### src/sv/edts_pkg.sv
// Package for the encoder date/time setter: request types, codes and calendar helpers.
`default_nettype none

package edts_pkg;

  // Default width of the stored millisecond timestamps.
  localparam int STAMP_BITS_DEFAULT = 32;

  // Configuration port geometry.
  localparam int CFG_INDEX_BITS = 3;
  localparam int CFG_DATA_BITS  = 16;

  // Configuration register indexes.
  localparam logic [CFG_INDEX_BITS-1:0] CFG_ENABLED        = 3'd0;
  localparam logic [CFG_INDEX_BITS-1:0] CFG_DOUBLE_WINDOW  = 3'd1;
  localparam logic [CFG_INDEX_BITS-1:0] CFG_LONG_HOLD      = 3'd2;
  localparam logic [CFG_INDEX_BITS-1:0] CFG_YEAR_LOWEST    = 3'd3;
  localparam logic [CFG_INDEX_BITS-1:0] CFG_YEAR_HIGHEST   = 3'd4;

  // Selectable fields.
  localparam logic [2:0] FIELD_YEAR   = 3'd0;
  localparam logic [2:0] FIELD_MONTH  = 3'd1;
  localparam logic [2:0] FIELD_DAY    = 3'd2;
  localparam logic [2:0] FIELD_HOUR   = 3'd3;
  localparam logic [2:0] FIELD_MINUTE = 3'd4;
  localparam logic [2:0] FIELD_LAST   = FIELD_MINUTE;

  // Reset values of configuration and calendar state.
  localparam logic [15:0] DOUBLE_WINDOW_RESET = 16'd450;
  localparam logic [15:0] LONG_HOLD_RESET     = 16'd800;
  localparam logic [11:0] YEAR_LOWEST_RESET   = 12'd2020;
  localparam logic [11:0] YEAR_HIGHEST_RESET  = 12'd2037;
  localparam logic [11:0] YEAR_RESET          = 12'd2026;
  localparam logic [3:0]  MONTH_RESET         = 4'd1;
  localparam logic [4:0]  DAY_RESET           = 5'd1;
  localparam logic [4:0]  HOUR_RESET          = 5'd12;
  localparam logic [5:0]  MINUTE_RESET        = 6'd0;

  // Field bounds.
  localparam logic [3:0] MONTH_MIN  = 4'd1;
  localparam logic [3:0] MONTH_MAX  = 4'd12;
  localparam logic [3:0] MONTH_FEB  = 4'd2;
  localparam logic [4:0] DAY_MIN    = 5'd1;
  localparam logic [4:0] DAYS_LONG  = 5'd31;
  localparam logic [4:0] DAYS_LEAP  = 5'd29;
  localparam logic [4:0] HOUR_MAX   = 5'd23;
  localparam logic [5:0] MINUTE_MAX = 6'd59;

  // floor(y / 25) equals (y * RECIP_25) >> 15 for every 12-bit y.
  localparam logic [10:0] RECIP_25 = 11'd1311;

  localparam logic [4:0] MONTH_LEN [12] = '{
    5'd31, 5'd28, 5'd31, 5'd30, 5'd31, 5'd30,
    5'd31, 5'd31, 5'd30, 5'd31, 5'd30, 5'd31
  };

  typedef enum logic [1:0] {
    EVT_NONE   = 2'd0,
    EVT_CANCEL = 2'd1,
    EVT_SAVE   = 2'd2
  } evt_code_t;

  typedef struct packed {
    logic signed [1:0] rotate_step;
    logic              button_down;
    logic [31:0]       now_ms;
  } in_item_t;

  typedef struct packed {
    evt_code_t   event_code;
    logic [11:0] year_out;
    logic [3:0]  month_out;
    logic [4:0]  day_out;
    logic [4:0]  hour_out;
    logic [5:0]  minute_out;
    logic [2:0]  selected_out;
  } out_item_t;

  // Gregorian leap rule. Divisible by 100 is divisible by 4 and by 25;
  // divisible by 400 is divisible by 16 and by 25.
  function automatic logic leap_year(input logic [11:0] y);
    logic [22:0] prod;
    logic [7:0]  quot;
    logic [12:0] back;
    logic        div25;
    prod  = 23'(y) * 23'(RECIP_25);
    quot  = prod[22:15];
    back  = 13'(quot) * 13'd25;
    div25 = (back == {1'b0, y});
    return ((y[1:0] == 2'b00) && !div25) || ((y[3:0] == 4'b0000) && div25);
  endfunction

  function automatic logic [4:0] month_days(input logic [11:0] y, input logic [3:0] m);
    logic [3:0] idx;
    idx = m - 4'd1;
    if (m < MONTH_MIN || m > MONTH_MAX) begin
      return DAYS_LONG;
    end else if (m == MONTH_FEB && leap_year(y)) begin
      return DAYS_LEAP;
    end
    return MONTH_LEN[idx];
  endfunction

  function automatic logic [4:0] fix_day(input logic [4:0] d, input logic [4:0] top);
    logic [4:0] v;
    v = (d > top) ? top : d;
    return (v < DAY_MIN) ? DAY_MIN : v;
  endfunction

endpackage

`default_nettype wire

### src/sv/encoder_date_time_setter.sv
// Top level of the rotary-encoder date/time setter.
`default_nettype none

// The block takes one encoder poll sample per request (step sign, button level and a
// millisecond timestamp) and answers every request with exactly one result: an event
// code (none, cancel or save) and the current year, month, day, hour, minute and
// selected field. A step moves the selected field up or down and wraps at its bounds;
// the day is bounded by a leap-aware month length and is clamped whenever the year or
// the month moves. A release advances the selection, a second release inside the
// double window signals cancel, and holding the button for the long-hold time signals
// save once per press. A request is accepted in every cycle in which the result
// register is empty or its result is being taken, so the block sustains one sample per
// clock; its result is written into the result register at the edge that accepts it. The
// calendar and press-timing state is updated at the same edge as the result register,
// so each sample sees the effect of the one before it. Configuration writes take
// effect at the next edge and are meant to happen only while no request is in flight.
// Timestamps are kept to STAMP_BITS bits and compared through modular differences.
module encoder_date_time_setter
  import edts_pkg::*;
#(
  parameter int STAMP_BITS = STAMP_BITS_DEFAULT
) (
  input  wire                      clk,
  input  wire                      rst,
  input  wire                      in_valid,
  output logic                     in_ready,
  input  in_item_t                 in_data,
  output logic                     out_valid,
  input  wire                      out_ready,
  output out_item_t                out_data,
  input  wire                      cfg_write,
  input  wire [CFG_INDEX_BITS-1:0] cfg_index,
  input  wire [CFG_DATA_BITS-1:0]  cfg_data
);

  // Configuration registers.
  logic        enabled;
  logic [15:0] double_window_ms;
  logic [15:0] long_hold_ms;
  logic [11:0] year_lowest;
  logic [11:0] year_highest;

  // Calendar and press-timing state.
  logic [11:0]           year_reg;
  logic [3:0]            month_reg;
  logic [4:0]            day_reg;
  logic [4:0]            hour_reg;
  logic [5:0]            minute_reg;
  logic [2:0]            cur_field;
  logic                  held_flag;
  logic [STAMP_BITS-1:0] hold_start;
  logic                  long_done;
  logic [STAMP_BITS-1:0] last_release;

  // Next values of the state, already gated by the enable.
  logic [11:0]           year_reg_next;
  logic [3:0]            month_reg_next;
  logic [4:0]            day_reg_next;
  logic [4:0]            hour_reg_next;
  logic [5:0]            minute_reg_next;
  logic [2:0]            cur_field_next;
  logic                  held_flag_next;
  logic [STAMP_BITS-1:0] hold_start_next;
  logic                  long_done_next;
  logic [STAMP_BITS-1:0] last_release_next;
  evt_code_t             evt_next;

  // Intermediate values of the rotation phase.
  logic                  in_accept;
  logic                  step_any;
  logic                  step_up;
  logic [11:0]           year_step;
  logic [3:0]            month_step;
  logic [4:0]            day_step;
  logic [4:0]            hour_step;
  logic [5:0]            minute_step;
  logic [4:0]            top_days;
  logic [2:0]            sel_inc;

  // Timestamp handling: the 32-bit sample is masked or zero-extended to STAMP_BITS.
  logic [STAMP_BITS+31:0] now_wide;
  logic [STAMP_BITS-1:0]  now_s;
  logic [STAMP_BITS-1:0]  release_gap;
  logic [STAMP_BITS-1:0]  hold_gap;
  logic                   release_is_double;
  logic                   hold_is_long;

  assign in_ready  = !out_valid || out_ready;
  assign in_accept = in_valid && in_ready;

  // Any nonzero step code moves the field; only plus one moves it up.
  assign step_any = (in_data.rotate_step != 2'sd0);
  assign step_up  = (in_data.rotate_step == 2'sd1);

  assign now_wide = {{STAMP_BITS{1'b0}}, in_data.now_ms};
  assign now_s    = now_wide[STAMP_BITS-1:0];

  assign release_gap = now_s - last_release;
  assign hold_gap    = now_s - hold_start;

  // Both sides are widened so that the 16-bit thresholds compare at any stamp width.
  assign release_is_double = ({16'd0, release_gap} <
                              {{STAMP_BITS{1'b0}}, double_window_ms});
  assign hold_is_long      = ({16'd0, hold_gap} >=
                              {{STAMP_BITS{1'b0}}, long_hold_ms});

  // Rotation phase for everything but the day.
  always_comb begin
    year_step   = year_reg;
    month_step  = month_reg;
    hour_step   = hour_reg;
    minute_step = minute_reg;
    if (step_any) begin
      unique case (cur_field)
        FIELD_YEAR: begin
          if (step_up) begin
            year_step = (year_reg >= year_highest) ? year_lowest : year_reg + 12'd1;
          end else begin
            year_step = (year_reg <= year_lowest) ? year_highest : year_reg - 12'd1;
          end
        end
        FIELD_MONTH: begin
          if (step_up) begin
            month_step = (month_reg >= MONTH_MAX) ? MONTH_MIN : month_reg + 4'd1;
          end else begin
            month_step = (month_reg <= MONTH_MIN) ? MONTH_MAX : month_reg - 4'd1;
          end
        end
        FIELD_HOUR: begin
          if (step_up) begin
            hour_step = (hour_reg >= HOUR_MAX) ? 5'd0 : hour_reg + 5'd1;
          end else begin
            hour_step = (hour_reg == 5'd0) ? HOUR_MAX : hour_reg - 5'd1;
          end
        end
        FIELD_MINUTE: begin
          if (step_up) begin
            minute_step = (minute_reg >= MINUTE_MAX) ? 6'd0 : minute_reg + 6'd1;
          end else begin
            minute_step = (minute_reg == 6'd0) ? MINUTE_MAX : minute_reg - 6'd1;
          end
        end
        default: begin
        end
      endcase
    end
  end

  // Month length after the rotation. When the day itself is stepped the year and
  // month are unchanged, so the same length bounds the day roll.
  assign top_days = month_days(year_step, month_step);

  always_comb begin
    day_step = day_reg;
    if (step_any) begin
      if (cur_field == FIELD_YEAR || cur_field == FIELD_MONTH) begin
        day_step = fix_day(day_reg, top_days);
      end else if (cur_field == FIELD_DAY) begin
        if (step_up) begin
          day_step = (day_reg >= top_days) ? DAY_MIN : day_reg + 5'd1;
        end else begin
          day_step = (day_reg <= DAY_MIN) ? top_days : day_reg - 5'd1;
        end
      end
    end
  end

  // The selection wraps to the year after the minute, and from any unused code.
  assign sel_inc = (cur_field >= FIELD_LAST) ? FIELD_YEAR : cur_field + 3'd1;

  // Button phase, then the enable gate.
  always_comb begin
    year_reg_next     = year_step;
    month_reg_next    = month_step;
    day_reg_next      = day_step;
    hour_reg_next     = hour_step;
    minute_reg_next   = minute_step;
    cur_field_next    = cur_field;
    held_flag_next    = held_flag;
    hold_start_next   = hold_start;
    long_done_next    = long_done;
    last_release_next = last_release;
    evt_next          = EVT_NONE;

    priority if (in_data.button_down && !held_flag) begin
      // Press edge starts the hold timer.
      held_flag_next  = 1'b1;
      hold_start_next = now_s;
      long_done_next  = 1'b0;
    end else if (!in_data.button_down && held_flag) begin
      held_flag_next = 1'b0;
      priority if (long_done) begin
        // Release after a save is not remembered for double-press detection.
        last_release_next = '0;
      end else if (last_release != '0 && release_is_double) begin
        last_release_next = '0;
        evt_next          = EVT_CANCEL;
      end else begin
        cur_field_next    = sel_inc;
        last_release_next = now_s;
      end
    end else if (in_data.button_down && held_flag && !long_done && hold_is_long) begin
      long_done_next = 1'b1;
      day_reg_next   = fix_day(day_step, top_days);
      evt_next       = EVT_SAVE;
    end else begin
    end

    if (!enabled) begin
      year_reg_next     = year_reg;
      month_reg_next    = month_reg;
      day_reg_next      = day_reg;
      hour_reg_next     = hour_reg;
      minute_reg_next   = minute_reg;
      cur_field_next    = cur_field;
      held_flag_next    = held_flag;
      hold_start_next   = hold_start;
      long_done_next    = long_done;
      last_release_next = last_release;
      evt_next          = EVT_NONE;
    end
  end

  always_ff @(posedge clk) begin
    if (rst) begin
      enabled          <= 1'b1;
      double_window_ms <= DOUBLE_WINDOW_RESET;
      long_hold_ms     <= LONG_HOLD_RESET;
      year_lowest      <= YEAR_LOWEST_RESET;
      year_highest     <= YEAR_HIGHEST_RESET;
      year_reg         <= YEAR_RESET;
      month_reg        <= MONTH_RESET;
      day_reg          <= DAY_RESET;
      hour_reg         <= HOUR_RESET;
      minute_reg       <= MINUTE_RESET;
      cur_field        <= FIELD_YEAR;
      held_flag        <= 1'b0;
      hold_start       <= '0;
      long_done        <= 1'b0;
      last_release     <= '0;
      out_valid        <= 1'b0;
    end else begin
      if (cfg_write) begin
        unique case (cfg_index)
          CFG_ENABLED:       enabled          <= cfg_data[0];
          CFG_DOUBLE_WINDOW: double_window_ms <= cfg_data;
          CFG_LONG_HOLD:     long_hold_ms     <= cfg_data;
          CFG_YEAR_LOWEST:   year_lowest      <= cfg_data[11:0];
          CFG_YEAR_HIGHEST:  year_highest     <= cfg_data[11:0];
          default: begin
          end
        endcase
      end

      if (in_accept) begin
        year_reg     <= year_reg_next;
        month_reg    <= month_reg_next;
        day_reg      <= day_reg_next;
        hour_reg     <= hour_reg_next;
        minute_reg   <= minute_reg_next;
        cur_field    <= cur_field_next;
        held_flag    <= held_flag_next;
        hold_start   <= hold_start_next;
        long_done    <= long_done_next;
        last_release <= last_release_next;
        out_valid    <= 1'b1;
      end else if (out_ready) begin
        out_valid <= 1'b0;
      end
    end
  end

  // Result register; its contents matter only while out_valid is high.
  always_ff @(posedge clk) begin
    if (in_accept) begin
      out_data.event_code   <= evt_next;
      out_data.year_out     <= year_reg_next;
      out_data.month_out    <= month_reg_next;
      out_data.day_out      <= day_reg_next;
      out_data.hour_out     <= hour_reg_next;
      out_data.minute_out   <= minute_reg_next;
      out_data.selected_out <= cur_field_next;
    end
  end

endmodule

`default_nettype wire

### config.mk
export PLATFORM = sky130hd
export DESIGN_NAME = encoder_date_time_setter
export DESIGN_NICKNAME = d
export VERILOG_FILES = /design/src/sv/edts_pkg.sv /design/src/sv/encoder_date_time_setter.sv
export SDC_FILE = /design/constraint.sdc
export NUM_CORES = 1
export LEC_CHECK = 0
export ABC_AREA = 1
export CAP_MARGIN = 20
export CORE_ASPECT_RATIO = 0.8
export CORE_MARGIN = 8
export CORE_UTILIZATION = 60
export DETAILED_ROUTE_END_ITERATION = 16
export DONT_BUFFER_PORTS = 1
export PLACE_DENSITY = 0.86
export RECOVER_POWER = 25
export SETUP_SLACK_MARGIN = 0.02
export SYNTH_ARGS = -nofsm -noshare
export SYNTH_HDL_FRONTEND = slang
export SYNTH_SLANG_ARGS = --single-unit
### constraint.sdc
create_clock -name clk -period 14.89 [get_ports clk]
set_input_delay 0.7445 -clock clk [delete_from_list [all_inputs] [get_ports clk]]
set_output_delay 0.7445 -clock clk [all_outputs]
set_load 0.02 [all_outputs]
==> flow_metrics.tcl, run 1 <==
set metrics [dict create \
    synth-main-ff-cell "dfxtp_1" \
    pre_cts_ws_ps 2070 \
    largest_register "out_data" \
    synth.area.top_cells "ha_1 (18%), dfxtp_1 (17%), nand2_1 (8.5%), inv_1 (8.1%), a21oi_1 (6.8%)" \
    gp_congestion 0.963 \
    wl_per_cell_um 17.3 \
    drt_wl_total_mm 49.6 \
    clock-sinks 196 \
    cp-end-kind "flip-flop" \
    num_vias 16800 \
    port-buffer-count 0 \
    syn-instance-count 2479 \
    cp.arrival_ps 13320 \
    yosysTopAreaCell "ha_1" \
    finalCriticalPeriod_ps 13120 \
    hold_buffers 0 \
    final_cells 2869 \
    die_w_um 211 \
    max_stage_delay_ps 810 \
    antenna_found_initial 2 \
    timing.hold.ws_ps 350 \
    violations "capacitance limit, slew limit" \
    placed_cells 2829 \
    cp-start-kind "flip-flop" \
    synthArstFlopShare 0 \
    cts_buffers 17 \
    overflow 0 \
    core_area_um2 30200 \
    cts_tree "yes" \
    drt-initial-drc-count 1810 \
    synth.distinct_cells 60 \
    clockBufferDepth 2 \
    yosys.area.top_type_share 0.177 \
    routed_via_density 5.86 \
    start_util 0.605 \
    chipHeight_um 172 \
    rsz0062_at_grt "false" \
    max_slew_margin -1.28 \
    final.period_utilization 0.881 \
    cts_setup_buffers 0 \
    clkLatencyLatePin_ps 460 \
    timing.final.ws_setup_ps 1770 \
    finalHoldViolations 0 \
    seqCellArea_um2 4290 \
    largest_reg_flops 37 \
    crit_type "flip-flop to flip-flop" \
    ys_ff_latch 196 \
    hold_class "primary input to flip-flop" \
    setup_violations 0 \
    cp_common_cell "nand2_1" \
    synth_edf_count 37 \
    tightest_slew_ps 3430 \
    syn-cell-area_um2 18200 \
    nFillCells 2607 \
    grt_start_max_net_pins 88 \
    nNetsFinal 2795 \
    cts_resized 0 \
    placementRows 57 \
    dr.pass1.iters 6 \
    reg.largest.list "out_data (37), hold_start (32), last_release (32)" \
    cts_max_level 4 \
    layout-drive-gt1-share 0.0584 \
    grt_use_total 0.271 \
    fin_worst_skew_ps 14.3 \
    cp_max_fo 14 \
    yosysWarnings 0 \
    io_pins 98 \
    cts_root_buf "clkbuf_16" \
    multi_input_area_um2 12100 \
    worst_r2r_path_depth 71 \
    grt_pass1_wl_mm 79.9 \
    hold_path_depth 1 \
    ant_nets 0 \
    cts.reportedPaths.clkPinSlew_ps 80 \
    drv_cap 1 \
    cp.required_ps 15090 \
    cp_slowest_cell "dfxtp_1" \
    finalMaxSlewViolations 88 \
    synth_nets 2839 \
    syn_avg_cell_area_um2 7.36 \
    dp_hpwl_mm 38.7 \
    drc 0 \
    grt_pass1_vias 15700 \
    timing.setup.tns_ps 0 \
    ys_seq_area_frac 0.235 \
    areaGrowthSynthToFinish_pct 4.24 \
    clock.fmax_mhz 76.2 \
    status "complete, but fails checks" \
    die_area_um2 36300 \
]
==> per-layer routing <==
| metal | track usage | share of wire |
|---|---|---|
| met1 | 0.381 | 0.46 |
| met2 | 0.413 | 0.43 |
| met3 | 0.0634 | 0.093 |
| met4 | 0.0726 | 0.019 |
| met5 | 0 | 0 |
==> critical path: cells and delay by family (launching register included) <==
kind,cells,cell delay [ps]
adders and majority gates,11,4240
and+or+nand+nor,33,3810
AOI/OAI and AO/OA,14,2700
DFF,1,810
buffers and inverters,11,760
xor gates and xnor gates,2,470
==> synth_stat cells (32+ instances only) <==
master    count
a21oi_1     248
clkbuf_1     45
dfxtp_1     159
edfxtp_1     37
fa_1         43
ha_1        258
inv_1       393
nand2_1     411
nand3_1     127
nand3_2      40
nand4_1      32
nor2_1      144
o211ai_1     39
o21ai_0     179
xor2_1       75
==> per-stage QoR <==
stage	instance area (µm²)	utilization
2_1_floorplan	18200	-
3_3_place_gp	18500	0.612
3_5_place_dp	18500	0.612
4_1_cts	19000	0.630
5_1_grt	19000	0.630
6_report	19000	0.631
==> layout make-up <==
class,instances,share of cell area
repair buffers,7,0.00217
well taps,413,0.0272
flip-flops and latches,196,0.226
multi-input cells,1805,0.635
clock inverters,12,0.00546
clock buffers,20,0.0230
diodes,8,0.00105
inverters,408,0.0808
==> path summary, 6_finish.rpt <==
| path | startpoint | endpoint | slack, ps |
|---|---|---|---|
| worst max-delay path | year_reg[4]$_SDFFE_PP0P_ | out_data[14]$_DFFE_PP_ | 1770 |
| worst min-delay path | rst | last_release[19]$_SDFFE_PP0P_ | 350 |
| worst max register to register | year_reg[4]$_SDFFE_PP0P_ | out_data[14]$_DFFE_PP_ | 1770 |
| worst min register to register | hold_start[15]$_SDFFE_PP0P_ | hold_start[15]$_SDFFE_PP0P_ | 460 |
==> logic make-up after synthesis <==
kind of cell | synth area share
and+or+nand+nor | 0.217
AOI/OAI and AO/OA | 0.172
buffers and inverters | 0.104
adders and majority gates | 0.224
DFF | 0.235
xor gates and xnor gates | 0.0480
==> placed cells by master, fill, tap and decap left out, types with 9 or more instances in the layout <==
| cell | count |
|---|---|
| nand3_2 | 40 |
| xnor2_1 | 25 |
| ha_1 | 258 |
| clkinv_1 | 9 |
| nor4_1 | 9 |
| o21ai_1 | 14 |
| edfxtp_1 | 37 |
| nor2_1 | 143 |
| a21oi_1 | 248 |
| o211ai_1 | 39 |
| fa_1 | 43 |
| a21o_1 | 11 |
| nand3_1 | 127 |
| nand2_1 | 411 |
| a21oi_2 | 15 |
| xor2_1 | 75 |
| nand4_1 | 32 |
| nor3_1 | 28 |
| dfxtp_1 | 159 |
| inv_1 | 394 |
| nand2_2 | 19 |
| clkbuf_16 | 17 |
| o21ai_0 | 179 |
Power of run 1 is left out: the tool's default activity adds up to more than one toggle a clock period on the data nets, which glitch-free logic cannot reach.
==> inputs of run 2 (changes only) <==
Settings changed: CORE_UTILIZATION 60 to 66, PLACE_DENSITY 0.86 to 0.92.
Clock period 14.89 ns to 15.1 ns, I/O delays scaled along.
==> flow_metrics.tcl, run 2 (synthesis results as in run 1) <==
set metrics [dict create \
    worst_r2r_path_depth 70 \
    cp.required_ps 15300 \
    status "complete, but fails checks" \
    layout_common_cells "nand2_1 (411), inv_1 (394), ha_1 (258), a21oi_1 (248), o21ai_0 (179)" \
    layout-drive-gt1-share 0.0600 \
    largest_register "out_data" \
    max_stage_delay_ps 700 \
    clkLatencyLatePin_ps 450 \
    largest_reg_flops 37 \
    chipHeight_um 165 \
    placementRows 54 \
    grt_pass1_vias 16200 \
    grt_pass1_wl_mm 81.7 \
    cts_buffers 17 \
    die_w_um 202 \
    final.period_utilization 0.885 \
    drv_cap 1 \
    finalCriticalPeriod_ps 13370 \
    nFillCells 2119 \
    clock.fmax_mhz 74.8 \
    finalHoldViolations 0 \
    antenna_found_initial 1 \
    cts_setup_buffers 0 \
    reg.largest.list "out_data (37), hold_start (32), last_release (32)" \
    start_util 0.670 \
    fin_worst_skew_ps 10.5 \
    hold_buffers 0 \
    violations "capacitance limit, slew limit" \
    ant_nets 0 \
    max_slew_margin -1.72 \
    drc 0 \
    grt_start_max_net_pins 97 \
    drt-initial-drc-count 2020 \
    hold_class "primary input to flip-flop" \
    clock-sinks 196 \
    timing.setup.tns_ps 0 \
    cp_max_fo 14 \
    overflow 0 \
    final_common_cell "nand2_1" \
    nNetsFinal 2795 \
    setup_violations 0 \
    worstHoldStart "rst" \
    ff2ff_setup_slack_ps 1730 \
    cp-end-kind "flip-flop" \
    cts.reportedPaths.clkPinSlew_ps 80 \
    cp_common_cell "nand2_1" \
    finalMaxSlewViolations 97 \
    drt_wl_total_mm 50.7 \
    cts_max_level 4 \
    grt_use_total 0.299 \
    routed_via_density 6.08 \
    gp_congestion 1.02 \
    cp.arrival_ps 13570 \
    num_vias 17100 \
    rsz0062_at_grt "false" \
    port-buffer-count 0 \
    io_pins 98 \
    hold_path_depth 1 \
    die_area_um2 33300 \
    cp_slowest_cell "dfxtp_1" \
    dp_hpwl_mm 38.9 \
    crit_type "flip-flop to flip-flop" \
    dr.pass1.iters 5 \
    core_area_um2 27200 \
    cts_root_buf "clkbuf_16" \
    wl_per_cell_um 18.0 \
    r2r_start "year_reg[7]$_SDFFE_PP1P_" \
    cts_resized 0 \
    clockBufferDepth 2 \
    tightest_slew_ps 4070 \
    cts_tree "yes" \
    cp-start-kind "flip-flop" \
    regToRegEndpoint "out_data[14]$_DFFE_PP_" \
    hold_path_end "last_release[25]$_SDFFE_PP0P_" \
    areaGrowthSynthToFinish_pct 4.11 \
]
run 2: cell count changes in the layout (fill, tap and decap cells not counted), sizes merged:
cell	change
bufinv	+1
diode	-5
inv	-2
clkinvlp	+1
run 2: worst max-delay path: cells and delay by family (launching register included):
kind	cells	cell delay (ps)
AO/OA/AOI/OAI	16	2970
flip-flops	1	700
buffers and inverters	11	660
AND/OR/NAND/NOR	30	3920
XOR/XNOR	2	480
adder cells (fa/ha/maj)	11	4370
run 2: through the flow:
stage	area, µm²	worst slack (ps)	utilization	hold WS, ps	instances
finish	19000	1730	0.698	372	2815
global route	19000	642	0.697	342	2812
global placement	18400	2760	0.676	444	2779
detailed placement	18400	2130	0.676	455	2779
floorplan	18200	4290	-	433	2479
CTS	19000	2050	0.697	360	2811
run 2: worst max-delay path by stage:
| stage | startpoint | to | slack [ps] | depth (start not counted) |
|---|---|---|---|---|
| finish | year_reg[7]$_SDFFE_PP1P_ | out_data[14]$_DFFE_PP_ | 1730 | 70 |
| global route | year_reg[7]$_SDFFE_PP1P_ | out_data[14]$_DFFE_PP_ | 640 | 70 |
| CTS | year_reg[7]$_SDFFE_PP1P_ | out_data[14]$_DFFE_PP_ | 2050 | 70 |
| detailed placement | year_reg[7]$_SDFFE_PP1P_ | day_reg[0]$_SDFFE_PP1P_ | 2130 | 72 |
| global placement | year_reg[5]$_SDFFE_PP1P_ | out_data[15]$_DFFE_PP_ | 2760 | 70 |
| floorplan | year_reg[0]$_SDFFE_PP0P_ | out_data[15]$_DFFE_PP_ | 4290 | 68 |
run 2: per-layer routing:
metal	routed length (µm)	track usage	part of all wire	up-vias
met5	0	0	0	-
met4	1070	0.0822	0.021	0
met3	5710	0.0800	0.11	113
met1	21800	0.405	0.43	7953
li1	-	-	-	8172
met2	22100	0.466	0.44	884
run 2: cell type report:
type,count,area [µm²],share of cell area
Sequential cell,196,4290,0.226
Antenna cell,3,7.51,0.000395
Tap cell,364,455,0.0240
Inverter,408,1540,0.0809
Multi-Input combinational cell,1805,12100,0.635
Clock inverter,12,133,0.00698
Clock buffer,20,447,0.0235
Timing Repair Buffer,7,53.8,0.00283
Power of run 2 is left out for the same reason.
